==> config.mk <==
export PLATFORM = sky130hd
export DESIGN_NAME = deque_with_negative_filter
export DESIGN_NICKNAME = d
export VERILOG_FILES = /design/src/rtl/dqnf_pkg.sv /design/src/rtl/dqnf_ctrl.sv /design/src/rtl/dqnf_datapath.sv /design/src/rtl/deque_with_negative_filter.sv
export SDC_FILE = /design/constraint.sdc
export NUM_CORES = 1
export LEC_CHECK = 0
export CORE_UTILIZATION = 31
export CTS_CLUSTER_DIAMETER = 100
export CTS_CLUSTER_SIZE = 8
export DETAILED_ROUTE_END_ITERATION = 10
export DONT_BUFFER_PORTS = 1
export PLACE_DENSITY = 0.52
export SETUP_SLACK_MARGIN = 0.5
export SLEW_MARGIN = 30
export SYNTH_ARGS = -nofsm -noshare
export SYNTH_HDL_FRONTEND = slang
export SYNTH_SLANG_ARGS = --single-unit
==> constraint.sdc <==
create_clock -name aclk -period 9.36 [get_ports aclk]
set_input_delay 0 -clock aclk [delete_from_list [all_inputs] [get_ports aclk]]
set_output_delay 0 -clock aclk [all_outputs]
set_load 0.05 [all_outputs]
==> src/rtl/dqnf_pkg.sv <==
// Shared types and constants for the double-ended queue with negative filter.
package dqnf_pkg;

    localparam int DEPTH_DEF = 16;
    localparam int VAL_W     = 32;
    localparam int REQ_W     = 3;
    localparam int ST_W      = 2;
    localparam int CNT_OUT_W = 5;

    typedef enum logic [REQ_W-1:0] {
        REQ_CREATE     = 3'd0,
        REQ_PUSH_FRONT = 3'd1,
        REQ_PUSH_BACK  = 3'd2,
        REQ_READ_FRONT = 3'd3,
        REQ_READ_BACK  = 3'd4,
        REQ_CLEAR      = 3'd5,
        REQ_DROP_NEG   = 3'd6
    } req_t;

    typedef enum logic [ST_W-1:0] {
        ST_OK      = 2'd0,
        ST_REFUSED = 2'd1,
        ST_FULL    = 2'd2,
        ST_EMPTY   = 2'd3
    } status_t;

    typedef enum logic [2:0] {
        S_IDLE,
        S_EXEC,
        S_RD_ISSUE,
        S_RD_LOAD,
        S_FL_ISSUE,
        S_FL_CHECK,
        S_RESULT
    } state_t;

    // Commands from the controller to the datapath
    typedef struct packed {
        logic    latch_req;
        logic    create;
        logic    push_front;
        logic    push_back;
        logic    clear;
        logic    rd_issue;
        logic    keep;
        logic    step;
        logic    commit;
        logic    load_out;
        logic    out_data;
        logic    out_last;
        status_t out_status;
    } dq_cmd_t;

    // Status from the datapath to the controller
    typedef struct packed {
        req_t req;
        logic empty;
        logic full;
        logic walk_last;
        logic walk_done;
        logic rd_neg;
        logic out_free;
    } dq_stat_t;

endpackage

==> src/rtl/dqnf_ctrl.sv <==
// Controller state machine sequencing requests, readout and negative removal.
module dqnf_ctrl
    import dqnf_pkg::*;
(
    input  logic     aclk,
    input  logic     aresetn,
    input  logic     s_valid,
    output logic     s_ready,
    input  dq_stat_t stat,
    output dq_cmd_t  cmd
);

    state_t  state_reg, state_next;
    status_t status_reg, status_next;

    always_ff @(posedge aclk) begin
        if (!aresetn) begin
            state_reg  <= S_IDLE;
            status_reg <= ST_OK;
        end else begin
            state_reg  <= state_next;
            status_reg <= status_next;
        end
    end

    always_comb begin
        state_next  = state_reg;
        status_next = status_reg;
        cmd         = '0;
        cmd.out_status = ST_OK;
        s_ready     = 1'b0;

        case (state_reg)
            S_IDLE: begin
                s_ready = 1'b1;
                if (s_valid) begin
                    cmd.latch_req = 1'b1;
                    state_next    = S_EXEC;
                end
            end

            S_EXEC: begin
                status_next = ST_OK;
                state_next  = S_RESULT;
                if (stat.req inside {REQ_CREATE, REQ_PUSH_FRONT, REQ_PUSH_BACK}) begin
                    if (stat.empty) begin
                        // push into an empty queue acts as create
                        cmd.create = 1'b1;
                    end else if (stat.req == REQ_CREATE) begin
                        status_next = ST_REFUSED;
                    end else if (stat.full) begin
                        status_next = ST_FULL;
                    end else if (stat.req == REQ_PUSH_FRONT) begin
                        cmd.push_front = 1'b1;
                    end else begin
                        cmd.push_back = 1'b1;
                    end
                end else if (stat.req inside {REQ_READ_FRONT, REQ_READ_BACK}) begin
                    if (stat.empty) begin
                        status_next = ST_EMPTY;
                    end else begin
                        state_next = S_RD_ISSUE;
                    end
                end else if (stat.req == REQ_CLEAR) begin
                    cmd.clear = 1'b1;
                end else if (stat.req == REQ_DROP_NEG) begin
                    state_next = S_FL_ISSUE;
                end
            end

            S_RD_ISSUE: begin
                cmd.rd_issue = 1'b1;
                state_next   = S_RD_LOAD;
            end

            S_RD_LOAD: begin
                if (stat.out_free) begin
                    cmd.load_out   = 1'b1;
                    cmd.out_data   = 1'b1;
                    cmd.out_last   = stat.walk_last;
                    cmd.out_status = ST_OK;
                    cmd.step       = 1'b1;
                    state_next     = stat.walk_last ? S_IDLE : S_RD_ISSUE;
                end
            end

            S_FL_ISSUE: begin
                if (stat.walk_done) begin
                    cmd.commit = 1'b1;
                    state_next = S_RESULT;
                end else begin
                    cmd.rd_issue = 1'b1;
                    state_next   = S_FL_CHECK;
                end
            end

            S_FL_CHECK: begin
                // pack kept entries behind the front
                cmd.keep   = !stat.rd_neg;
                cmd.step   = 1'b1;
                state_next = S_FL_ISSUE;
            end

            S_RESULT: begin
                if (stat.out_free) begin
                    cmd.load_out   = 1'b1;
                    cmd.out_last   = 1'b1;
                    cmd.out_status = status_reg;
                    state_next     = S_IDLE;
                end
            end

            default: begin
                state_next = S_IDLE;
            end
        endcase
    end

endmodule

==> src/rtl/dqnf_datapath.sv <==
// Datapath: ring storage, pointers, walk counters and output register.
module dqnf_datapath
    import dqnf_pkg::*;
#(
    parameter int DEPTH = DEPTH_DEF
) (
    input  logic                    aclk,
    input  logic                    aresetn,
    input  logic [REQ_W-1:0]        s_req_type,
    input  logic signed [VAL_W-1:0] s_value,
    output logic signed [VAL_W-1:0] m_read_value,
    output logic                    m_last,
    output logic [ST_W-1:0]         m_status,
    output logic [CNT_OUT_W-1:0]    m_count,
    output logic                    m_valid,
    input  logic                    m_ready,
    input  dq_cmd_t                 cmd,
    output dq_stat_t                stat
);

    localparam int IDX_W = (DEPTH > 1) ? $clog2(DEPTH) : 1;
    localparam int CNT_W = $clog2(DEPTH + 1);

    logic [VAL_W-1:0] mem [DEPTH];

    req_t             req_reg;
    logic [VAL_W-1:0] value_reg;
    logic [VAL_W-1:0] rd_data_reg;
    logic [IDX_W-1:0] front_reg, front_next;
    logic [CNT_W-1:0] count_reg, count_next;
    logic [CNT_W-1:0] i_reg, i_next;
    logic [CNT_W-1:0] n_reg, n_next;

    logic                    out_valid_reg;
    logic signed [VAL_W-1:0] out_value_reg;
    logic                    out_last_reg;
    logic [ST_W-1:0]         out_status_reg;
    logic [CNT_OUT_W-1:0]    out_count_reg;

    logic             wr_en;
    logic [IDX_W-1:0] wr_addr;
    logic [VAL_W-1:0] wr_data;
    logic [IDX_W-1:0] rd_addr;
    logic [IDX_W-1:0] pf_pos;
    logic [CNT_W-1:0] rd_off;

    function automatic logic [IDX_W-1:0] ring_pos(input logic [IDX_W-1:0] base,
                                                   input logic [CNT_W-1:0] off);
        logic [CNT_W:0] sum;
        sum = (CNT_W+1)'(base) + (CNT_W+1)'(off);
        if (sum >= (CNT_W+1)'(DEPTH)) begin
            sum = sum - (CNT_W+1)'(DEPTH);
        end
        return sum[IDX_W-1:0];
    endfunction

    assign pf_pos  = ring_pos(front_reg, CNT_W'(DEPTH - 1));
    assign rd_off  = (req_reg == REQ_READ_BACK) ? (count_reg - i_reg - CNT_W'(1)) : i_reg;
    assign rd_addr = ring_pos(front_reg, rd_off);

    always_comb begin
        wr_en   = cmd.create | cmd.push_front | cmd.push_back | cmd.keep;
        wr_data = cmd.keep ? rd_data_reg : value_reg;
        wr_addr = '0;
        if (cmd.push_front) begin
            wr_addr = pf_pos;
        end else if (cmd.push_back) begin
            wr_addr = ring_pos(front_reg, count_reg);
        end else if (cmd.keep) begin
            wr_addr = ring_pos(front_reg, n_reg);
        end
    end

    always_ff @(posedge aclk) begin
        if (wr_en) begin
            mem[wr_addr] <= wr_data;
        end
        if (cmd.rd_issue) begin
            rd_data_reg <= mem[rd_addr];
        end
    end

    always_comb begin
        front_next = front_reg;
        count_next = count_reg;
        i_next     = i_reg;
        n_next     = n_reg;
        if (cmd.create || cmd.clear) begin
            front_next = '0;
        end else if (cmd.push_front) begin
            front_next = pf_pos;
        end
        if (cmd.create) begin
            count_next = CNT_W'(1);
        end else if (cmd.push_front || cmd.push_back) begin
            count_next = count_reg + CNT_W'(1);
        end else if (cmd.clear) begin
            count_next = '0;
        end else if (cmd.commit) begin
            count_next = n_reg;
        end
        if (cmd.latch_req) begin
            i_next = '0;
            n_next = '0;
        end else begin
            if (cmd.step) begin
                i_next = i_reg + CNT_W'(1);
            end
            if (cmd.keep) begin
                n_next = n_reg + CNT_W'(1);
            end
        end
    end

    always_ff @(posedge aclk) begin
        if (!aresetn) begin
            front_reg <= '0;
            count_reg <= '0;
            i_reg     <= '0;
            n_reg     <= '0;
        end else begin
            front_reg <= front_next;
            count_reg <= count_next;
            i_reg     <= i_next;
            n_reg     <= n_next;
        end
    end

    always_ff @(posedge aclk) begin
        if (cmd.latch_req) begin
            req_reg   <= req_t'(s_req_type);
            value_reg <= s_value;
        end
    end

    // Output register: load a beat, drop it once taken
    always_ff @(posedge aclk) begin
        if (!aresetn) begin
            out_valid_reg <= 1'b0;
        end else if (cmd.load_out) begin
            out_valid_reg <= 1'b1;
        end else if (m_ready) begin
            out_valid_reg <= 1'b0;
        end
    end

    always_ff @(posedge aclk) begin
        if (cmd.load_out) begin
            out_value_reg  <= cmd.out_data ? rd_data_reg : '0;
            out_last_reg   <= cmd.out_last;
            out_status_reg <= cmd.out_status;
            out_count_reg  <= CNT_OUT_W'(count_reg);
        end
    end

    assign m_valid      = out_valid_reg;
    assign m_read_value = out_value_reg;
    assign m_last       = out_last_reg;
    assign m_status     = out_status_reg;
    assign m_count      = out_count_reg;

    always_comb begin
        stat.req       = req_reg;
        stat.empty     = (count_reg == '0);
        stat.full      = (count_reg == CNT_W'(DEPTH));
        stat.walk_last = ((CNT_W+1)'(i_reg) + (CNT_W+1)'(1)) == (CNT_W+1)'(count_reg);
        stat.walk_done = (i_reg == count_reg);
        stat.rd_neg    = rd_data_reg[VAL_W-1];
        stat.out_free  = !out_valid_reg || m_ready;
    end

endmodule

==> src/rtl/deque_with_negative_filter.sv <==
// Double-ended queue of signed words with readout and negative removal.
//
// Requests enter on s_req_type/s_value (s_valid/s_ready) and results leave
// on m_read_value/m_last/m_status/m_count (m_valid/m_ready), one request
// at a time; s_ready is high only while the block is idle.
// Create, push, clear and unknown requests give one beat with last set;
// the beat is loaded in the result state, which follows the execute state,
// and the next request can be taken in the cycle after the beat is loaded.
// A readout gives one beat per held entry, front-to-back or back-to-front,
// each made by one storage read and then one output load, with last on
// the final beat; an empty queue answers one beat with status empty.
// Negative removal walks every held entry, reading each and rewriting the
// kept ones behind the front, then gives one beat with the new count.
// The storage has a single registered read port.
// When the receiver holds m_ready low the current beat is held and a
// readout stops until the output register frees.
// Reset (aresetn low at a clock edge) empties the queue and drops any
// pending beat; storage contents are not cleared.
module deque_with_negative_filter
    import dqnf_pkg::*;
#(
    parameter int DEPTH = DEPTH_DEF
) (
    input  logic                    aclk,
    input  logic                    aresetn,
    input  logic                    s_valid,
    output logic                    s_ready,
    input  logic [REQ_W-1:0]        s_req_type,
    input  logic signed [VAL_W-1:0] s_value,
    output logic                    m_valid,
    input  logic                    m_ready,
    output logic signed [VAL_W-1:0] m_read_value,
    output logic                    m_last,
    output logic [ST_W-1:0]         m_status,
    output logic [CNT_OUT_W-1:0]    m_count
);

    dq_cmd_t  cmd;
    dq_stat_t stat;

    dqnf_ctrl u_ctrl (
        .aclk    (aclk),
        .aresetn (aresetn),
        .s_valid (s_valid),
        .s_ready (s_ready),
        .stat    (stat),
        .cmd     (cmd)
    );

    dqnf_datapath #(
        .DEPTH (DEPTH)
    ) u_datapath (
        .aclk         (aclk),
        .aresetn      (aresetn),
        .s_req_type   (s_req_type),
        .s_value      (s_value),
        .m_read_value (m_read_value),
        .m_last       (m_last),
        .m_status     (m_status),
        .m_count      (m_count),
        .m_valid      (m_valid),
        .m_ready      (m_ready),
        .cmd          (cmd),
        .stat         (stat)
    );

endmodule

==> results of run 1 <==
==> per-layer routing <==
layer / wire length, µm / share of wire (%)
met1: 27700 / 45
met2: 29900 / 48
met3: 3000 / 4.9
met4: 1130 / 1.8
met5: 0 / 0
==> worst reg2reg max path, cell delays in order (launching register included) <==
cell	delay, ns
edfxtp_1	0.56
or3b_1	0.51
mux2_2	0.34
ha_4	0.17
fa_4	1.24
buf_4	0.78
mux4_2	0.46
nand3_1	0.11
nand4_1	0.10
==> cells by family after synthesis <==
family | Yosys count
flip-flops | 644
AND/OR/NAND/NOR | 333
multiplexers | 165
buffers and inverters | 84
AO/OA/AOI/OAI | 64
XOR/XNOR | 35
adder cells (fa/ha/maj) | 21
==> stage by stage <==
stage	cell area, µm²	util, %	total power, mW
detailed placement	27000	33.3	4.79
finish	30100	37.1	7.62
CTS	30000	37.0	7.72
global route	30100	37.1	7.93
floorplan	25500	-	4.42
global placement	27000	33.3	4.77
==> area by class of cell <==
cell class	instances	area [µm²]	area share [%]
clock inverters	6	110	0.366
clock buffers	104	2300	7.66
well taps	1060	1330	4.41
flip-flops and latches	644	19100	63.5
inverters	10	37.5	0.125
multi-input cells	618	6300	20.9
repair buffers	94	907	3.02
==> how the worst max path moves through the flow <==
stage                                  to  slack, ns  cells past startpoint
5_1_grt        u_datapath.rd_data_reg[30]       4.60                      8
3_5_place_dp   u_datapath.rd_data_reg[30]       4.81                      8
6_report       u_datapath.rd_data_reg[16]       4.84                      8
2_1_floorplan       u_datapath.mem[13][0]       4.75                      9
3_3_place_gp   u_datapath.rd_data_reg[23]       4.82                      7
4_1_cts        u_datapath.rd_data_reg[30]       4.77                      8
==> repair_timing <==
| item | in CTS | in global routing |
|---|---|---|
| buffers inserted | 0 | 0 |
| endpoints found under the hold margin | 62 | 0 |
| endpoints found under the setup margin | 0 | 0 |
| hold buffers | 63 | 0 |
==> cells in the final DEF, fill, tap and decap left out, types with 4 or more instances in the layout <==
master         count
a21oi_1           14
mux2_2            32
nand2_1           23
mux2i_1            5
nor2_4            14
clkbuf_16         90
xnor2_1           14
ha_1              16
nand2b_1           9
xor2_1            17
buf_4             28
inv_1             10
nand3_1          136
nand4_1           33
clkbuf_1          14
nor2_1            42
dlygate4sd3_1     63
nor3_1             9
dfxtp_1           25
o21ai_0           13
nor3b_1            4
nor2b_1            5
and2_1            37
edfxtp_1         619
mux4_2           128
==> power by group <==
part / switching, mW / internal, mW
logic: 0.701 / 0.460
registers: 0.142 / 3.44
clock network: 1.14 / 1.74
total: 1.98 / 5.64
==> impl_results.md, run 1 <==
- Synth Area in Adders: 1.15%
- Clock slew at reported path FFs: 0.05 ns
- Max VDD drop: 0.000137 V
- Sequential area share after synthesis: 74.8%
- Rel. slew slack: 35.7%
- Count leader, synth: edfxtp_1
- Ant. Diodes: 0
- Synth Warn #: 0
- GP Congestion: 0.759
- Synth Flop Type: edfxtp_1
- Setup-failing EPs final: 0
- Routed Antenna Nets: 0
- Register-to-Register Path Depth: 8
- RSZ-0062 raised after global routing: false
- Top cell type's share of synthesized area: 72.8%
- Initial Utilization: 31.5%
- Data arrival time of the worst path: 4.88 ns
- Critical Path Start Type: flop
- Power per Cell Area: 253 nW/µm²
- Max-cap viol count: 0
- CP max FO: 51
- Total GRT Usage: 15.0%
- Syn Std Cell Area: 25,500 µm²
- Number of flip-flops in the largest register: 512
- Setup TNS: 0 ns
- Seq cells post-synth: 644
- GR peak layer: met2
- Hold Path End: u_datapath.value_reg[26]
- WP data required: 9.72 ns
- Cell Count, Final, Fillers Out: 2,536
- Vias in the first global route: 13.6k
- Final #Nets: 1,518
- FILL cells: 7,397
- FF-to-FF setup slack: 4.84 ns
- Syn nets: 1,406
- Skew-Pair Late Insertion Delay: 0.63 ns
- Crit path buffers/inverters: 1
- CTS tree: done
- Chip height: 289 µm
- Post-Synthesis Cells: 1,346
- Synth Area in XOR/XNOR: 1.30%
- Met2 usage: 24.5%
- Hold_ws: 0.0203 ns
- Total global routing overflow: 0
- Clock Sinks: 644
- Core Footprint: 81,100 µm²
- Final Skew: 0.0230 ns
- Worst-margin pin slew: 0.965 ns
- First drt pass iteration count: 5
- Minimum clock period: 4.52 ns
- CTS Root Cell: clkbuf_16
- Largest family of logic cells by synthesized area: multiplexers
- Largest cells by area after synthesis: edfxtp_1, mux4_2, nand3_1, dfxtp_1, mux2_2
- DRC: 0
- Worst r2r src: u_datapath.req_reg[2]
- Cell Chain, Critical Path: or3b_1, mux2_2, ha_4, fa_4, buf_4, mux4_2, nand3_1, nand4_1
- Crit path from: u_datapath.req_reg[2]
- DRT iter0 DRCs: 953
- Biggest register: u_datapath.mem
- Post-synth ARST share: 0%
- Met1 GRT Util: 20.3%
- Hold Path Stages: 1
- Setup ws final: 4.84 ns
- Status: finished clean
- P_leak: 9.34 nW
- R2R Path End: u_datapath.rd_data_reg[16]
- CP max-delay cell: fa_4
- Die area: 83,500 µm²
- Hold path start: s_value[26]
- Tcrit/Tclk final: 48.3%
- Simple-gate share of the synthesized area: 6.80%
- CTS Buf Count: 90
- Number of I/O pins: 81
- Cell Count Post-Placement: 2,362
- Crit Path Class: reg -> reg
- WL/cell: 24.3 µm
- Compound-cell area share of the yosys netlist: 1.72%
- Post-synth top cells: edfxtp_1, nand3_1, mux4_2
- Mux contribution to synthesized area: 12.9%
- Via/cell ratio: 5.10
- Vias: 12.9k
- Largest net degree at the start of global routing: 65
- Global-route met3 utilization: 2.72%
- Post-synth EDFFs: 619
- Synth area leader: edfxtp_1
- HP Class: in -> reg
- # port buffers: 0
- Maximum clock frequency: 221 MHz
- Longest Clk Path Bufs: 3
- H-tree depth reported by CTS: 3
- Initial antenna violation count: 1
- DP Wirelength: 30,500 µm
- Site Rows: 104
- Max incr delay on CP: 1.24 ns
- CP endpoint kind: flop
- CP delay by family, top: adder cells
- Post_cts resized: 0
- Layout cells sized above 1: 22.1%
- First-pass GRT wire length: 90,800 µm
- DIE WIDTH: 289 µm
- Area grow syn2layout: 17.8%
- Max-slew violations: 0
- Mapped Avg Cell Area: 19.0 µm²
- Pre-CTS setup slack: 4.81 ns
- Final Hold Vio Count: 0
- Final WL: 61,700 µm
- Synth unique cells: 61
Note: power is estimated with default switching activity, not from simulation.
==> run 2, diff against run 1 <==
- PLACE_DENSITY: 0.52 -> 0.53
- clock period: 9.36 -> 4.14 ns (I/O delays scaled with it)
==> run 2 against run 1 <==
  * Maximum frequency rose by 30%
  * Sequential power rose by 130%
  * Highest routed layer unchanged
  * Global-route usage rose by 0.22 points
  * Register-to-register slack got worse by 4.2 ns
  * Utilization rose by 0.72 points
  * Clock skew fell by 0.0067 ns
  * Clock power rose by 130%
  * Hold slack improved by 0.011 ns
  * Count of clock-buffer cells in the layout rose by 1
  * First-iteration DRC count rose by 12%
==> impl_results.md, run 2 (synthesis results as in run 1) <==
- Number of I/O pins: 81
- DP Wirelength: 33,400 µm
- Max incr delay on CP: 0.77 ns
- P_leak: 9.62 nW
- Minimum clock period: 3.47 ns
- Routed Antenna Nets: 0
- Chip height: 289 µm
- CTS Buf Count: 90
- Die area: 83,500 µm²
- Power per Cell Area: 570 nW/µm²
- Highest-count cells in the layout ignoring fill and taps: edfxtp_1, nand3_1, mux4_2
- Cell mode on critical path: buf_12
- Core Footprint: 81,100 µm²
- Hold path start: s_value[20]
- Initial Utilization: 31.5%
- Clock Sinks: 644
- Max-cap viol count: 0
- Worst-margin pin slew: 0.951 ns
- R2R Path End: u_datapath.rd_data_reg[16]
- WL/cell: 24.2 µm
- Total global routing overflow: 0
- Critical Path Start Type: flop
- Rel. slew slack: 36.5%
- Final WL: 62,300 µm
- Register-to-Register Path Depth: 9
- Crit Path Class: reg -> reg
- Clock slew at reported path FFs: 0.05 ns
- CP max-delay cell: fa_4
- Tcrit/Tclk final: 83.8%
- CTS tree: done
- GP Congestion: 0.781
- Vias in the first global route: 13.7k
- Overall Power: 17.5 mW
- Setup TNS: 0 ns
- Layout cells sized above 1: 23.6%
- Final #Nets: 1,552
- Hold Path Stages: 1
- Vias: 13.1k
- Status: finished clean
- WP data required: 4.49 ns
- Commonest non-fill, non-tap cell in the layout: edfxtp_1
- Initial antenna violation count: 1
- RSZ-0062 raised after global routing: false
- First drt pass iteration count: 5
- CTS Root Cell: clkbuf_16
- CP max FO: 27
- Cell Chain, Critical Path: or3b_4, mux2_2, ha_4, fa_4, buf_12, buf_12, mux4_2, nand3_1, nand4_1
- CP delay by family, top: adder cells
- HP Class: in -> reg
- DRC: 0
- Maximum clock frequency: 288 MHz
- H-tree depth reported by CTS: 3
- Biggest register: u_datapath.mem
- Worst r2r src: u_datapath.req_reg[1]
- Setup-failing EPs final: 0
- Area grow syn2layout: 20.0%
- Via/cell ratio: 5.09
- FF-to-FF setup slack: 0.67 ns
- Number of flip-flops in the largest register: 512
- Final Skew: 0.0163 ns
- Longest Clk Path Bufs: 3
- Site Rows: 104
- Ant. Diodes: 0
- Crit path buffers/inverters: 2
- Final Hold Vio Count: 0
- Largest net degree at the start of global routing: 63
- CP endpoint kind: flop
- Data arrival time of the worst path: 3.82 ns
- DIE WIDTH: 289 µm
- Max VDD drop: 0.000268 V
- Total GRT Usage: 15.2%
- # port buffers: 0
- First-pass GRT wire length: 92,200 µm
- Skew-Pair Late Insertion Delay: 0.62 ns
- DRT iter0 DRCs: 1,070
- Hold Path End: u_datapath.value_reg[20]
- Max-slew violations: 0
-- run 2: changes by cell type in the layout (fill, tap and decap cells not counted), sizes merged --
cell         change
clkbuf           +1
buf             +28
dlygate4sd3      +6
inv              +1
-- run 2: worst reg2reg max path, cell delays in order, from the launching register on --
cell and delay (ns):
edfxtp_1 0.47, or3b_4 0.49, mux2_2 0.32, ha_4 0.17, fa_4 0.77, buf_12 0.17
buf_12 0.24, mux4_2 0.36, nand3_1 0.10, nand4_1 0.11
-- run 2: routing by layer --
metal	up-vias	share of wire, %	wire length (µm)	GRT usage [%]
met4	0	1.8	1120	4.49
met3	84	5.0	3130	2.69
met5	-	0	0	0
met1	6945	44	27500	20.4
li1	5710	-	-	-
met2	341	49	30500	25.2
-- run 2: report_power, final --
part	total, mW	internal [mW]	switching (mW)
Combinational	2.80	1.15	1.65
Clock	6.60	3.98	2.62
Sequential	8.08	7.79	0.293
Total	17.5	12.9	4.56
-- run 2: cell type report --
| class | count | area [µm²] |
|---|---|---|
| inverter | 10 | 37.5 |
| timing repair buffer | 128 | 1410 |
| fill | 7341 | 50400 |
| tap | 1060 | 1330 |
| clock buffer | 105 | 2330 |
| multi-input combinational | 618 | 6320 |
| sequential | 644 | 19100 |
| clock inverter | 7 | 144 |
-- run 2: worst max-delay path by stage --
| stage | from | end | slack (ns) | depth (start not counted) |
|---|---|---|---|---|
| 3_3_place_gp | u_datapath.req_reg[1] | u_datapath.rd_data_reg[16] | 0.38 | 8 |
| 2_1_floorplan | u_datapath.count_reg[1] | u_datapath.mem[1][0] | 0.28 | 8 |
| 6_report | u_datapath.req_reg[1] | u_datapath.rd_data_reg[16] | 0.67 | 9 |
| 4_1_cts | u_datapath.i_reg[0] | u_datapath.rd_data_reg[11] | 0.54 | 13 |
| 5_1_grt | u_datapath.count_reg[0] | u_datapath.mem[14][16] | 0.51 | 9 |
| 3_5_place_dp | u_datapath.req_reg[1] | u_datapath.rd_data_reg[16] | 0.35 | 8 |
-- run 2: timing repair --
action	4_1_cts	5_1_grt
pin swaps	1	0
setup buffers	2	0
hold endpoints to repair	62	0
gates resized for setup	0	3
setup endpoints to repair	30	31
hold buffers	69	0
-- run 2: metrics by stage --
stage / util [%] / cells / worst slack, ns / hold WS (ns) / instance area (µm²)
after floorplan: - / 1346 / 0.283 / 0.0989 / 25600
after global placement: 33.8 / 2389 / 0.377 / 0.0989 / 27400
after detailed placement: 33.9 / 2389 / 0.352 / 0.0989 / 27500
after CTS: 37.8 / 2572 / 0.536 / 0.00305 / 30600
after global routing: 37.8 / 2572 / 0.514 / 0.0268 / 30700
final: 37.8 / 2572 / 0.672 / 0.0311 / 30700
